### src/design/gslm_pkg.sv
// ----------------------------------------------------------------------------
// gslm_pkg: shared types and constants
// Register indexes, queue depth, the control word that travels from the
// classifier to the decision engine, and the engine's state codes.
// ----------------------------------------------------------------------------
package gslm_pkg;

  localparam int QUEUE_DEPTH = 4;

  localparam logic REG_GRID_ROWS = 1'b0;
  localparam logic REG_GRID_COLS = 1'b1;

  typedef enum logic [1:0] {
    ST_RUN,
    ST_FL_USE,
    ST_FL_LAST
  } gslm_state_t;

  typedef struct packed {
    logic [15:0] row;
    logic        end_row;
    logic        end_grid;
  } gslm_ctl_t;

endpackage

### src/design/gslm_front.sv
// ----------------------------------------------------------------------------
// gslm_front: configuration registers and raster position tracking
// Clamps the position counters to the current grid size and tags each
// accepted word with its row, column and end-of-row / end-of-grid flags.
// ----------------------------------------------------------------------------
module gslm_front import gslm_pkg::*; #(
  parameter int MAX_COLS = 32,
  localparam int CW = (MAX_COLS > 1) ? $clog2(MAX_COLS) : 1
) (
  input  logic          clk,
  input  logic          rst_n,
  input  logic          cfg_we,
  input  logic          cfg_index,
  input  logic [15:0]   cfg_wdata,
  input  logic          in_valid,
  input  logic          in_stall,
  output logic [CW-1:0] q_col,
  output gslm_ctl_t     q_ctl
);

  logic [15:0]   rows_r;
  logic [5:0]    cols_r;
  logic [15:0]   row_idx_r;
  logic [CW-1:0] col_idx_r;

  logic [15:0]   row_last;
  logic [CW-1:0] col_last;
  logic [15:0]   row_cur;
  logic [CW-1:0] col_cur;
  logic          end_row;
  logic          end_grid;
  logic          accept;

  always_ff @(posedge clk) begin
    if (!rst_n) begin
      rows_r <= 16'd1;
      cols_r <= 6'd1;
    end else if (cfg_we) begin
      case (cfg_index)
        REG_GRID_ROWS: rows_r <= cfg_wdata;
        REG_GRID_COLS: cols_r <= cfg_wdata[5:0];
        default: ;
      endcase
    end
  end

  // zero counts act as one, column count saturates at the buffer depth
  always_comb begin
    row_last = (rows_r == 16'd0) ? 16'd0 : rows_r - 16'd1;
    if (cols_r == 6'd0) begin
      col_last = '0;
    end else if ({1'b0, cols_r} > 7'(MAX_COLS)) begin
      col_last = CW'(MAX_COLS - 1);
    end else begin
      col_last = CW'(cols_r - 6'd1);
    end
    row_cur  = (row_idx_r > row_last) ? row_last : row_idx_r;
    col_cur  = (col_idx_r > col_last) ? col_last : col_idx_r;
    end_row  = (col_cur == col_last);
    end_grid = end_row && (row_cur == row_last);
  end

  assign accept = in_valid && !in_stall;

  always_ff @(posedge clk) begin
    if (!rst_n) begin
      row_idx_r <= '0;
      col_idx_r <= '0;
    end else if (accept) begin
      if (end_row) begin
        col_idx_r <= '0;
        row_idx_r <= end_grid ? 16'd0 : row_cur + 16'd1;
      end else begin
        col_idx_r <= col_cur + CW'(1);
      end
    end
  end

  assign q_col          = col_cur;
  assign q_ctl.row      = row_cur;
  assign q_ctl.end_row  = end_row;
  assign q_ctl.end_grid = end_grid;

endmodule

### src/design/gslm_queue.sv
// ----------------------------------------------------------------------------
// gslm_queue: small register FIFO between classifier and decision engine
// Lets the front keep accepting words while the back drains a flush.
// ----------------------------------------------------------------------------
module gslm_queue import gslm_pkg::*; #(
  parameter int WIDTH = 39
) (
  input  logic             clk,
  input  logic             rst_n,
  input  logic             wr_valid,
  output logic             wr_stall,
  input  logic [WIDTH-1:0] wr_data,
  output logic             rd_valid,
  input  logic             rd_stall,
  output logic [WIDTH-1:0] rd_data
);

  localparam int QA = (QUEUE_DEPTH > 1) ? $clog2(QUEUE_DEPTH) : 1;

  logic [WIDTH-1:0] slot_r [QUEUE_DEPTH];
  logic [QA-1:0]    wr_ptr_r;
  logic [QA-1:0]    rd_ptr_r;
  logic [QA:0]      count_r;
  logic             push;
  logic             pop;

  assign wr_stall = (count_r == (QA+1)'(QUEUE_DEPTH));
  assign rd_valid = (count_r != '0);
  assign push     = wr_valid && !wr_stall;
  assign pop      = rd_valid && !rd_stall;
  assign rd_data  = slot_r[rd_ptr_r];

  always_ff @(posedge clk) begin
    if (push) begin
      slot_r[wr_ptr_r] <= wr_data;
    end
  end

  always_ff @(posedge clk) begin
    if (!rst_n) begin
      wr_ptr_r <= '0;
      rd_ptr_r <= '0;
      count_r  <= '0;
    end else begin
      if (push) begin
        wr_ptr_r <= (wr_ptr_r == QA'(QUEUE_DEPTH - 1)) ? '0 : wr_ptr_r + QA'(1);
      end
      if (pop) begin
        rd_ptr_r <= (rd_ptr_r == QA'(QUEUE_DEPTH - 1)) ? '0 : rd_ptr_r + QA'(1);
      end
      case ({push, pop})
        2'b10:   count_r <= count_r + (QA+1)'(1);
        2'b01:   count_r <= count_r - (QA+1)'(1);
        default: count_r <= count_r;
      endcase
    end
  end

endmodule

### src/design/gslm_back.sv
// ----------------------------------------------------------------------------
// gslm_back: line buffers, 3x3 window and peak decisions
// Three rotating row banks hold the two previous rows and the current one.
// Each word past the first row and column decides the cell up and to the left;
// a row end also decides the last cell of the row above, and a grid end sweeps
// the final row.
module gslm_back import gslm_pkg::*; #(
  parameter int MAX_COLS    = 32,
  parameter int VALUE_WIDTH = 16,
  localparam int CW = (MAX_COLS > 1) ? $clog2(MAX_COLS) : 1
) (
  input  logic                          clk,
  input  logic                          rst_n,
  input  logic                          q_valid,
  output logic                          q_stall,
  input  logic signed [VALUE_WIDTH-1:0] q_value,
  input  logic [CW-1:0]                 q_col,
  input  gslm_ctl_t                     q_ctl,
  output logic                          out_valid,
  input  logic                          out_stall,
  output logic [15:0]                   out_cell_row,
  output logic [4:0]                    out_cell_col,
  output logic                          out_is_peak,
  output logic                          out_last_of_run
);

  typedef logic signed [VALUE_WIDTH-1:0] val_t;

  function automatic logic [1:0] b_dec(input logic [1:0] b);
    return (b == 2'd0) ? 2'd2 : b - 2'd1;
  endfunction

  function automatic logic [1:0] b_inc(input logic [1:0] b);
    return (b == 2'd2) ? 2'd0 : b + 2'd1;
  endfunction

  function automatic val_t pick(input logic [1:0] sel, input val_t a0, input val_t a1,
                                input val_t a2);
    val_t v;
    case (sel)
      2'd0:    v = a0;
      2'd1:    v = a1;
      default: v = a2;
    endcase
    return v;
  endfunction

  function automatic logic gt(input val_t a, input val_t b);
    return a > b;
  endfunction

  gslm_state_t   state_r;
  gslm_state_t   state_nxt;
  logic [1:0]    ptr_r;

  logic          s2_valid_r;
  val_t          s2_val_r;
  logic [15:0]   s2_row_r;
  logic [CW-1:0] s2_col_r;
  logic          s2_end_row_r;
  logic          s2_end_grid_r;
  logic [1:0]    s2_ptr_r;
  logic          a_done_r;

  val_t          bq_r [3];
  val_t          w_ab_r [2];
  val_t          w_md_r [2];
  val_t          w_bl_r [2];
  val_t          f_ab_r [2];
  val_t          f_md_r [2];
  logic [CW-1:0] fk_r;

  logic          out_valid_r;
  logic [15:0]   out_row_r;
  logic [4:0]    out_col_r;
  logic          out_peak_r;
  logic          out_last_r;

  logic          rd_en;
  logic [CW-1:0] rd_addr;
  logic          pop;
  logic          pop_ok;
  logic          retire;
  logic          a_fire;
  logic          fl_issue;
  logic          fl_adv;
  logic          out_free;
  logic          em_valid;
  logic          em_fire;
  logic [15:0]   em_row;
  logic [CW-1:0] em_col;
  logic          em_peak;
  logic          em_last;
  logic          pend_a;
  logic          pend_b;

  val_t          tb;
  val_t          bf;
  val_t          fm;
  logic          has_r1;
  logic          has_up;
  logic          c_ge1;
  logic          c_ge2;
  logic          k_ge1;
  logic          k_ge2;
  logic          peak_a;
  logic          peak_b;
  logic          peak_f;
  logic          peak_l;

  // row banks: write the incoming word into the current row, read a column of
  // every bank into registered outputs
  for (genvar b = 0; b < 3; b++) begin : g_bank
    val_t mem [MAX_COLS];
    always_ff @(posedge clk) begin
      if (pop && ptr_r == 2'(b)) begin
        mem[q_col] <= q_value;
      end
      if (rd_en) begin
        bq_r[b] <= mem[rd_addr];
      end
    end
  end

  assign bf = pick(b_dec(s2_ptr_r), bq_r[0], bq_r[1], bq_r[2]);
  assign tb = pick(b_dec(b_dec(s2_ptr_r)), bq_r[0], bq_r[1], bq_r[2]);
  assign fm = pick(s2_ptr_r, bq_r[0], bq_r[1], bq_r[2]);

  assign has_r1 = (s2_row_r != 16'd0);
  assign has_up = (s2_row_r >= 16'd2);
  assign c_ge1  = (s2_col_r != '0);
  assign c_ge2  = (s2_col_r > CW'(1));
  assign k_ge1  = (fk_r != '0);
  assign k_ge2  = (fk_r > CW'(1));

  // cell one row up, one column left; the new column is on its right
  assign peak_a = gt(w_md_r[1], w_bl_r[1]) && (!has_up || gt(w_md_r[1], w_ab_r[1]))
               && (!c_ge2 || (gt(w_md_r[1], w_md_r[0]) && gt(w_md_r[1], w_bl_r[0])
                              && (!has_up || gt(w_md_r[1], w_ab_r[0]))))
               && gt(w_md_r[1], bf) && gt(w_md_r[1], s2_val_r)
               && (!has_up || gt(w_md_r[1], tb));

  // last cell of the row above: no right neighbor
  assign peak_b = gt(bf, s2_val_r) && (!has_up || gt(bf, tb))
               && (!c_ge1 || (gt(bf, w_md_r[1]) && gt(bf, w_bl_r[1])
                              && (!has_up || gt(bf, w_ab_r[1]))));

  // final row sweep: no row below
  assign peak_f = gt(f_md_r[1], fm) && (!has_r1 || gt(f_md_r[1], bf))
               && (!has_r1 || gt(f_md_r[1], f_ab_r[1]))
               && (!k_ge2 || (gt(f_md_r[1], f_md_r[0])
                              && (!has_r1 || gt(f_md_r[1], f_ab_r[0]))));

  assign peak_l = (!has_r1 || gt(f_md_r[1], f_ab_r[1]))
               && (!c_ge1 || (gt(f_md_r[1], f_md_r[0])
                              && (!has_r1 || gt(f_md_r[1], f_ab_r[0]))));

  assign out_free = !out_valid_r || !out_stall;
  assign em_fire  = em_valid && out_free;
  assign pop      = q_valid && pop_ok;
  assign q_stall  = !pop_ok;
  assign rd_en    = pop || fl_issue;
  assign rd_addr  = pop ? q_col : ((state_r == ST_RUN) ? '0 : fk_r + CW'(1));

  always_comb begin
    state_nxt = state_r;
    case (state_r)
      ST_RUN: begin
        if (retire && s2_end_grid_r) begin
          state_nxt = ST_FL_USE;
        end
      end
      ST_FL_USE: begin
        if (fl_adv && fk_r == s2_col_r) begin
          state_nxt = ST_FL_LAST;
        end
      end
      ST_FL_LAST: begin
        if (out_free) begin
          state_nxt = ST_RUN;
        end
      end
      default: state_nxt = ST_RUN;
    endcase
  end

  always_comb begin
    em_valid = 1'b0;
    em_row   = s2_row_r;
    em_col   = s2_col_r;
    em_peak  = 1'b0;
    em_last  = 1'b0;
    pend_a   = 1'b0;
    pend_b   = 1'b0;
    retire   = 1'b0;
    a_fire   = 1'b0;
    pop_ok   = 1'b0;
    fl_issue = 1'b0;
    fl_adv   = 1'b0;
    case (state_r)
      ST_RUN: begin
        pend_a = s2_valid_r && has_r1 && c_ge1 && !a_done_r;
        pend_b = s2_valid_r && has_r1 && s2_end_row_r;
        if (pend_a) begin
          em_valid = 1'b1;
          em_row   = s2_row_r - 16'd1;
          em_col   = s2_col_r - CW'(1);
          em_peak  = peak_a;
          em_last  = !pend_b && !s2_end_grid_r;
        end else if (pend_b) begin
          em_valid = 1'b1;
          em_row   = s2_row_r - 16'd1;
          em_peak  = peak_b;
          em_last  = !s2_end_grid_r;
        end
        retire   = s2_valid_r && (!em_valid || (out_free && !(pend_a && pend_b)));
        a_fire   = out_free && pend_a && pend_b;
        pop_ok   = !s2_valid_r || (retire && !s2_end_grid_r);
        fl_issue = retire && s2_end_grid_r;
      end
      ST_FL_USE: begin
        em_valid = k_ge1;
        em_col   = fk_r - CW'(1);
        em_peak  = peak_f;
        fl_adv   = !k_ge1 || out_free;
        fl_issue = fl_adv && (fk_r != s2_col_r);
      end
      ST_FL_LAST: begin
        em_valid = 1'b1;
        em_peak  = peak_l;
        em_last  = 1'b1;
      end
      default: ;
    endcase
  end

  always_ff @(posedge clk) begin
    if (!rst_n) begin
      state_r    <= ST_RUN;
      ptr_r      <= 2'd0;
      s2_valid_r <= 1'b0;
      a_done_r   <= 1'b0;
      fk_r       <= '0;
    end else begin
      state_r <= state_nxt;
      if (pop) begin
        s2_valid_r <= 1'b1;
        a_done_r   <= 1'b0;
        if (q_ctl.end_row) begin
          ptr_r <= b_inc(ptr_r);
        end
      end else if (state_r == ST_RUN && retire && !s2_end_grid_r) begin
        s2_valid_r <= 1'b0;
      end else if (state_r == ST_FL_LAST && out_free) begin
        s2_valid_r <= 1'b0;
      end
      if (a_fire) begin
        a_done_r <= 1'b1;
      end
      if (fl_issue) begin
        fk_r <= (state_r == ST_RUN) ? '0 : fk_r + CW'(1);
      end
    end
  end

  always_ff @(posedge clk) begin
    if (pop) begin
      s2_val_r      <= q_value;
      s2_row_r      <= q_ctl.row;
      s2_col_r      <= q_col;
      s2_end_row_r  <= q_ctl.end_row;
      s2_end_grid_r <= q_ctl.end_grid;
      s2_ptr_r      <= ptr_r;
    end
    // advance the window by one column as each word retires
    if (state_r == ST_RUN && retire) begin
      w_ab_r[0] <= w_ab_r[1];
      w_md_r[0] <= w_md_r[1];
      w_bl_r[0] <= w_bl_r[1];
      w_ab_r[1] <= tb;
      w_md_r[1] <= bf;
      w_bl_r[1] <= s2_val_r;
    end
    if (state_r == ST_FL_USE && fl_adv) begin
      f_ab_r[0] <= f_ab_r[1];
      f_md_r[0] <= f_md_r[1];
      f_ab_r[1] <= bf;
      f_md_r[1] <= fm;
    end
  end

  always_ff @(posedge clk) begin
    if (!rst_n) begin
      out_valid_r <= 1'b0;
    end else if (em_fire) begin
      out_valid_r <= 1'b1;
    end else if (!out_stall) begin
      out_valid_r <= 1'b0;
    end
  end

  always_ff @(posedge clk) begin
    if (em_fire) begin
      out_row_r  <= em_row;
      out_col_r  <= 5'(32'(em_col));
      out_peak_r <= em_peak;
      out_last_r <= em_last;
    end
  end

  assign out_valid       = out_valid_r;
  assign out_cell_row    = out_row_r;
  assign out_cell_col    = out_col_r;
  assign out_is_peak     = out_peak_r;
  assign out_last_of_run = out_last_r;

`ifndef SYNTHESIS
  a_sweep_holds_word: assert property (@(posedge clk) disable iff (!rst_n)
    (state_r != ST_RUN) |-> s2_valid_r)
    else $error("final row sweep running without its word");

  a_sweep_in_row: assert property (@(posedge clk) disable iff (!rst_n)
    (state_r == ST_FL_USE) |-> (fk_r <= s2_col_r))
    else $error("sweep column past the end of the row");

  a_grid_end_is_row_end: assert property (@(posedge clk) disable iff (!rst_n)
    (s2_valid_r && s2_end_grid_r) |-> s2_end_row_r)
    else $error("grid end tagged on a word that does not end a row");

  a_first_done_only_row_end: assert property (@(posedge clk) disable iff (!rst_n)
    (s2_valid_r && a_done_r) |-> s2_end_row_r)
    else $error("split decision on a word that does not end a row");

  a_last_waits_for_sink: assert property (@(posedge clk) disable iff (!rst_n)
    (state_r == ST_FL_LAST && out_valid_r && out_stall) |=> (state_r == ST_FL_LAST))
    else $error("sweep finished while the sink stalled");
`endif

endmodule

### src/design/grid_strict_local_max_3x3_top.sv
// Stages: a taken word is registered in the decision stage, its result in the
//   output register. Throughput: one word per cycle when the sink takes it;
//   a row end holds the engine for a second decision, and the grid end holds
//   it to sweep the final row through the single read port of each row bank.
// Reset: row and column counters clear, grid size returns to 1 x 1, queue and
//   output empty; the row buffers keep their contents and need no clearing.
// ----------------------------------------------------------------------------
// grid_strict_local_max_3x3_top: 3x3 strict local maximum over a raster grid
// Front tags each word with its grid position, a short queue decouples it
// from the back that keeps the row buffers and decides every cell.
// ----------------------------------------------------------------------------
module grid_strict_local_max_3x3_top import gslm_pkg::*; #(
  parameter int MAX_COLS    = 32,
  parameter int VALUE_WIDTH = 16
) (
  input  logic                          clk,
  input  logic                          rst_n,
  input  logic                          cfg_we,
  input  logic                          cfg_index,
  input  logic [15:0]                   cfg_wdata,
  input  logic                          in_valid,
  output logic                          in_stall,
  input  logic signed [VALUE_WIDTH-1:0] in_cell_value,
  output logic                          out_valid,
  input  logic                          out_stall,
  output logic [15:0]                   out_cell_row,
  output logic [4:0]                    out_cell_col,
  output logic                          out_is_peak,
  output logic                          out_last_of_run
);

  localparam int CW = (MAX_COLS > 1) ? $clog2(MAX_COLS) : 1;
  localparam int QW = VALUE_WIDTH + CW + $bits(gslm_ctl_t);

  logic [CW-1:0]                 fr_col;
  gslm_ctl_t                     fr_ctl;
  logic [QW-1:0]                 q_wr_data;
  logic [QW-1:0]                 q_rd_data;
  logic                          q_valid;
  logic                          q_stall;
  logic signed [VALUE_WIDTH-1:0] bk_value;
  logic [CW-1:0]                 bk_col;
  gslm_ctl_t                     bk_ctl;

  gslm_front #(
    .MAX_COLS (MAX_COLS)
  ) u_front (
    .clk       (clk),
    .rst_n     (rst_n),
    .cfg_we    (cfg_we),
    .cfg_index (cfg_index),
    .cfg_wdata (cfg_wdata),
    .in_valid  (in_valid),
    .in_stall  (in_stall),
    .q_col     (fr_col),
    .q_ctl     (fr_ctl)
  );

  assign q_wr_data = {in_cell_value, fr_col, fr_ctl};

  gslm_queue #(
    .WIDTH (QW)
  ) u_queue (
    .clk      (clk),
    .rst_n    (rst_n),
    .wr_valid (in_valid),
    .wr_stall (in_stall),
    .wr_data  (q_wr_data),
    .rd_valid (q_valid),
    .rd_stall (q_stall),
    .rd_data  (q_rd_data)
  );

  assign {bk_value, bk_col, bk_ctl} = q_rd_data;

  gslm_back #(
    .MAX_COLS    (MAX_COLS),
    .VALUE_WIDTH (VALUE_WIDTH)
  ) u_back (
    .clk             (clk),
    .rst_n           (rst_n),
    .q_valid         (q_valid),
    .q_stall         (q_stall),
    .q_value         (bk_value),
    .q_col           (bk_col),
    .q_ctl           (bk_ctl),
    .out_valid       (out_valid),
    .out_stall       (out_stall),
    .out_cell_row    (out_cell_row),
    .out_cell_col    (out_cell_col),
    .out_is_peak     (out_is_peak),
    .out_last_of_run (out_last_of_run)
  );

endmodule
### config.mk
export PLATFORM = sky130hd
export DESIGN_NAME = grid_strict_local_max_3x3_top
export DESIGN_NICKNAME = d
export VERILOG_FILES = /design/src/design/gslm_pkg.sv /design/src/design/gslm_front.sv /design/src/design/gslm_queue.sv /design/src/design/gslm_back.sv /design/src/design/grid_strict_local_max_3x3_top.sv
export SDC_FILE = /design/constraint.sdc
export NUM_CORES = 2
export LEC_CHECK = 0
export ABC_AREA = 1
export BUFFER_PORTS_ARGS = -buffer_cell sky130_fd_sc_hd__buf_2
export CORE_MARGIN = 2
export CORE_UTILIZATION = 30
export CTS_CLUSTER_DIAMETER = 30
export DETAILED_ROUTE_END_ITERATION = 16
export PLACE_DENSITY = 0.52
export SLEW_MARGIN = 5
export SYNTH_ARGS = -nofsm -noshare
export SYNTH_HDL_FRONTEND = slang
export SYNTH_SLANG_ARGS = --single-unit
### constraint.sdc
create_clock -name clk -period 16.6 [get_ports clk]
set_input_delay 1.66 -clock clk [delete_from_list [all_inputs] [get_ports clk]]
set_output_delay 1.66 -clock clk [all_outputs]
set_load 0.01 [all_outputs]
# == After elaboration in Yosys (flattened, before gate mapping) ==
# Memory sizes are Yosys's and may differ from the RTL's. A register that Yosys moved wholly into a read port is not among the register bits.
# Index checks and enable logic that the tools add are counted.
# totals
register_bits,126
ram_bits,1900
input_bits,38
output_inout_bits,25
elab_cells,251
memories,10
# classes
addsub,15
magnitude_cmp,24
eq_ne,20
muxes,65
bitwise_logic,1
reduce_logical,93
# mem_list
name,words,width,read_ports,rd_ports_with_merged_regs,write_ports,line,source
u_back.g_bank[0].mem,32,16,1,0,1,gslm_back.sv:114,val_t mem [MAX_COLS];
u_back.g_bank[1].mem,32,16,1,0,1,gslm_back.sv:114,
u_back.g_bank[2].mem,32,16,1,0,1,gslm_back.sv:114,
u_queue.slot_r,4,39,1,1,1,gslm_queue.sv:20,logic [WIDTH-1:0] slot_r [QUEUE_DEPTH];
u_back.bq_r,3,16,3,0,3,gslm_back.sv:65,val_t bq_r [3];
u_back.f_ab_r,2,16,2,0,2,gslm_back.sv:69,val_t f_ab_r [2];
+4 memories,-,-,-,-,-,-,
# ops
operator,count
16-bit greater-than comparator,19
16-bit 2-to-1 mux,6
16-bit case mux with 2 select lines,3
1-bit logical AND,42
5-bit 2-to-1 mux,7
1-bit 2-to-1 mux,32
"16-bit by 1-bit subtractor with 16-bit output, second input constant",2
2-bit 2-to-1 mux,10
1-bit logical OR,17
"16-bit by 1-bit adder with 16-bit output, second input constant",1
16-bit == test,1
"16-bit by 2-bit >= comparator with 1-bit output, second input constant",1
16-bit logical NOT,1
16-bit nonzero test,1
1-bit logical NOT,15
"5-bit by 1-bit subtractor with 5-bit output, second input constant",3
"2-bit by 1-bit == test with 1-bit output, second input constant",6
"5-bit by 1-bit adder with 5-bit output, second input constant",2
"2-bit == test, second input constant",5
5-bit == test,2
"5-bit by 1-bit greater-than comparator with 1-bit output, second input constant",2
2-bit logical NOT,5
5-bit case mux with 2 select lines,1
5-bit nonzero test,2
other kinds (20),32

# == Depth between registers and ports, before layout ==
# depth
word_depth,16
mapped_depth,30
depth_no_buf,29

# == By module ==
# From an unflattened synthesis, not the netlist that was laid out.
# unflattened
hier_cells,9186
area_unflattened_um2,95108.7
# by_module_without_submodules
mod,instances,cells_per_inst,area_per_inst_um2,seq_area_each_um2
gslm_back,1,8078,84730.0,54532.3
gslm_queue,1,449,6287.3,4864.7
gslm_front,1,659,4091.4,860.8

# == Least setup slack after synthesis ==
# OpenSTA, ideal clock, no wires.
# synth_path
path_kind,in2reg
startpoint,input port out_stall
endpoint,"memory u_back.bq_r[0][0] (netlist bit), enable pin"
setup_ps,407
arrival_ps,8405
path_slack_ps,7789
cell_stages,7
n_path_buf,0
path_cell_list,nand2_1 inv_1 a21oi_1 nand2_1 nand2_1 inv_1 nand2_1
# synth_rtl
item,line,source
"start, declared",grid_strict_local_max_3x3_top.sv:25,"input logic out_stall,"
"end, declared",gslm_back.sv:65,

==> reports/qor.txt <==
Status = finished, final reports clean
Layout Cells excl Fill = 13,800
Worst Reg2Reg Path Length in Cells = 16
Antenna viol nets, final = 0
Worst slew pin tran = 1.31 ns
Data arrival time at the worst-slack endpoint = 7.43 ns
Post-Syn Nets = 9,427
Highest routed metal layer = met5
Final hold violation count = 0
Unrepaired setup endpoints after global routing = false
Hold WC Path Type = reg2reg
Setup TNS = 0 ns
Most frequent cells in the layout = nand2_1, edfxtp_1, nand3_1
Crit share post-route = 41.1%
Crit path capture type = flop
Post-Route WL = 299,000 um
DRC violation total after the first TritonRoute iteration = 6,667
Top flip-flop cell by instance count after synthesis = edfxtp_1
Met1 layer wirelength in the final routing = 127,000 um
Clock-pin slew reported for the worst setup and hold paths after clock tree synthesis = 0.05 ns
Count of buffering cells on the critical path with inverters included = 5
Tmin final = 6.82 ns
Initial antenna violation count = 25
DP Wirelength = 174,000 um
Data required time of the worst path = 17.20 ns
Detail Route met2 WL = 140,000 um
Register area share after synthesis = 63.7%
WL/cell = 21.6 um
Top post-synthesis cells by area = edfxtp_1, nand3_1, nand2_1, inv_1, ha_1
Nets = 9,655
Die extent in x = 566 um
Critical path capture point = u_back.bq_r[0][2]$_DFFE_PP_
Achievable clock frequency = 147 MHz
Gpl congestion = 0.848
Standby leakage power = 46.4 nW
Async set-or-reset flop fraction in the synthesized netlist = 0%
Critical path type = reg2reg
Starting density of the core = 30.1%
Total CTS buffers = 438
Final worst clock skew = 0.103 ns
Final setup violating endpoints = 0
Vertical die dimension = 566 um
Share of the synthesized area in the top cell type = 62.3%
Worst IR Drop VDD = 0.302 mV
Most common library cell in the layout ignoring fill and taps = nand2_1
Worst-path cell with the longest stage delay = buf_4
I/O Buffers = 62
Count of vias placed by the detailed router = 68,600
Placement Rows = 206
Worst-path fanout max = 166
Fin area = 115,000 um^2
Number of gates resized after cts = 0
First-pass detailed-route iteration total = 6
Layout cell share with drive strength beyond 1 = 10.6%
Maximum number of buffers from clock root to sink = 4
Met3 routed WL = 22,900 um
Post-synth design cell area = 94,600 um^2
Worst skew pair latency = 0.93 ns
Power per Cell Area = 239 nW/um^2
# placed instances = 13,000
Number of synthesized register bits = 2,028
Post-CTS Hold Fix Bufs = 0
Count of buffers added by post-CTS timing repair for setup = 0
Ordered list of cells on the worst path = inv_1, buf_4, a21oi_1, a32oi_1, nand3_4, nand2_8, buf_12, buf_4, buf_4, nand2_1, nand3_1, nand3_1, nand3_1, nand2_1, nand2_1, nand2_1
Depth of the critical timing path with buffers and inverters included = 16
Slack of the worst reg-to-reg path = 9.78 ns
Synthesized instance count = 9,072
Max Slew Vio Count = 0
Post-layout util = 36.4%
Post-synthesis cell type count = 61
Biggest area consumer among synthesized cells = edfxtp_1
Vias in the first global route = 67,200
Syn avg cell area = 10.4 um^2
DIE AREA = 320,000 um^2
Largest net degree at the start of global routing = 178
Delay of the slowest cell on the worst path = 0.84 ns
Endpoint of the lowest-slack register-to-register path = u_back.bq_r[0][2]$_DFFE_PP_
Clk sinks = 2,028
DRC Markers = 0
Worst Setup Start Kind = flop
Routed vias/inst = 4.95
Number of warning messages in the yosys log = 0
H-Tree Level Count = 5
Cell type group with the largest total delay on the critical path = buffers and inverters
Overflow after GRT = 0
Layout area overhead = 21.0%
Worst slew margin relative to its limit = 12.8%
Filler cells = 30,700
Cell area reported after detailed placement = 99,700 um^2
First-pass GRT wire length = 441,000 um
Max Cap Viol = 0
All-Layer GR Usage = 18.3%
Clk Tree Root Cell = clkbuf_16
CORE AREA = 314,000 um^2
EDFF count, synth = 1,964
Most numerous cell on the critical path = nand2_1
# IOs = 63
Clock tree from TritonCTS = yes
[synthesized netlist by cell type, types with 70 or more instances]
| library cell | n |
|---|---|
| edfxtp_1 | 1964 |
| nand3_1 | 1748 |
| ha_1 | 316 |
| nand2_1 | 1996 |
| clkbuf_1 | 147 |
| a21oi_1 | 203 |
| nor2_1 | 361 |
| o22ai_1 | 70 |
| inv_1 | 1205 |
| nand3b_1 | 206 |
| o21ai_0 | 205 |
| buf_2 | 216 |
[state kept, by name, summed over array words and instances (netlist names), 32 cells and up, named ones only]
name and count:
u_queue.slot_r 156, u_back.f_md_r 32, u_back.f_ab_r 32, u_back.w_bl_r 32
u_back.bq_r 48, u_back.w_ab_r 32, u_back.w_md_r 32, u_back.g_bank.mem 1536
[metrics by stage]
step                hold slack, ns  power [W]  setup slack, ns
finish                       0.416     0.0274             9.78
global route                 0.422     0.0289             9.52
CTS                          0.416     0.0275             9.93
detailed placement           0.441     0.0188             9.23
global placement             0.433     0.0186             9.30
floorplan                    0.426     0.0147             7.79
[kinds of logic after synthesis]
kind of cell,after synthesis,share of synthesized area [%]
AO/OA/AOI/OAI,581,3.48
XOR/XNOR,24,0.222
adder cells (fa/ha/maj),317,4.20
buffers and inverters,1691,7.40
flip-flops,2028,63.7
multiplexers,1,0.0106
AND/OR/NAND/NOR,4430,21.0
[worst reg2reg max path: cells and delay by family (launching register included)]
kind / cells / cell delay, ns
compound gates: 2 / 0.88
buf+inv: 5 / 3.18
flops: 1 / 0.30
simple gates: 9 / 2.20
[worst min-delay path by stage]
stage                                         from                             end  depth (start not counted)
floorplan           u_back.f_ab_r[0][26]$_DFFE_PP_  u_back.f_ab_r[0][10]$_DFFE_PP_                          0
global placement    u_back.w_md_r[0][16]$_DFFE_PP_   u_back.w_md_r[0][0]$_DFFE_PP_                          0
detailed placement  u_back.f_ab_r[0][20]$_DFFE_PP_   u_back.f_ab_r[0][4]$_DFFE_PP_                          0
CTS                 u_back.w_bl_r[0][18]$_DFFE_PP_   u_back.w_bl_r[0][2]$_DFFE_PP_                          0
global route        u_back.w_bl_r[0][18]$_DFFE_PP_   u_back.w_bl_r[0][2]$_DFFE_PP_                          0
finish              u_back.w_bl_r[0][18]$_DFFE_PP_   u_back.w_bl_r[0][2]$_DFFE_PP_                          0
[area by class of cell]
| cell class | instances | area (um^2) | share of cell area [%] |
|---|---|---|---|
| well taps | 4160 | 5200 | 4.54 |
| inverters | 1214 | 4580 | 4.00 |
| clock buffers | 501 | 11400 | 9.94 |
| multi-input cells | 5353 | 27700 | 24.2 |
| clock inverters | 309 | 3430 | 3.00 |
| flip-flops and latches | 2028 | 60300 | 52.6 |
| repair buffers | 265 | 1920 | 1.67 |
| diodes | 13 | 32.5 | 0.0284 |
[routing by layer]
metal  up-vias  global-route usage, %
li1      31700                      -
met1     33700                   24.2
met2      2620                   29.9
met3       507                   3.44
met4        16                   6.13
met5         -                      0
[power breakdown]
group          leakage [nW]  switching [W]  total [W]  internal (W)
logic                  20.9        0.00827     0.0112       0.00295
registers              18.4       0.000465    0.00755       0.00709
clock network          7.19        0.00284    0.00864       0.00581
total                  46.4         0.0116     0.0274        0.0158
No activity file was read; power rests on OpenSTA's default activity.
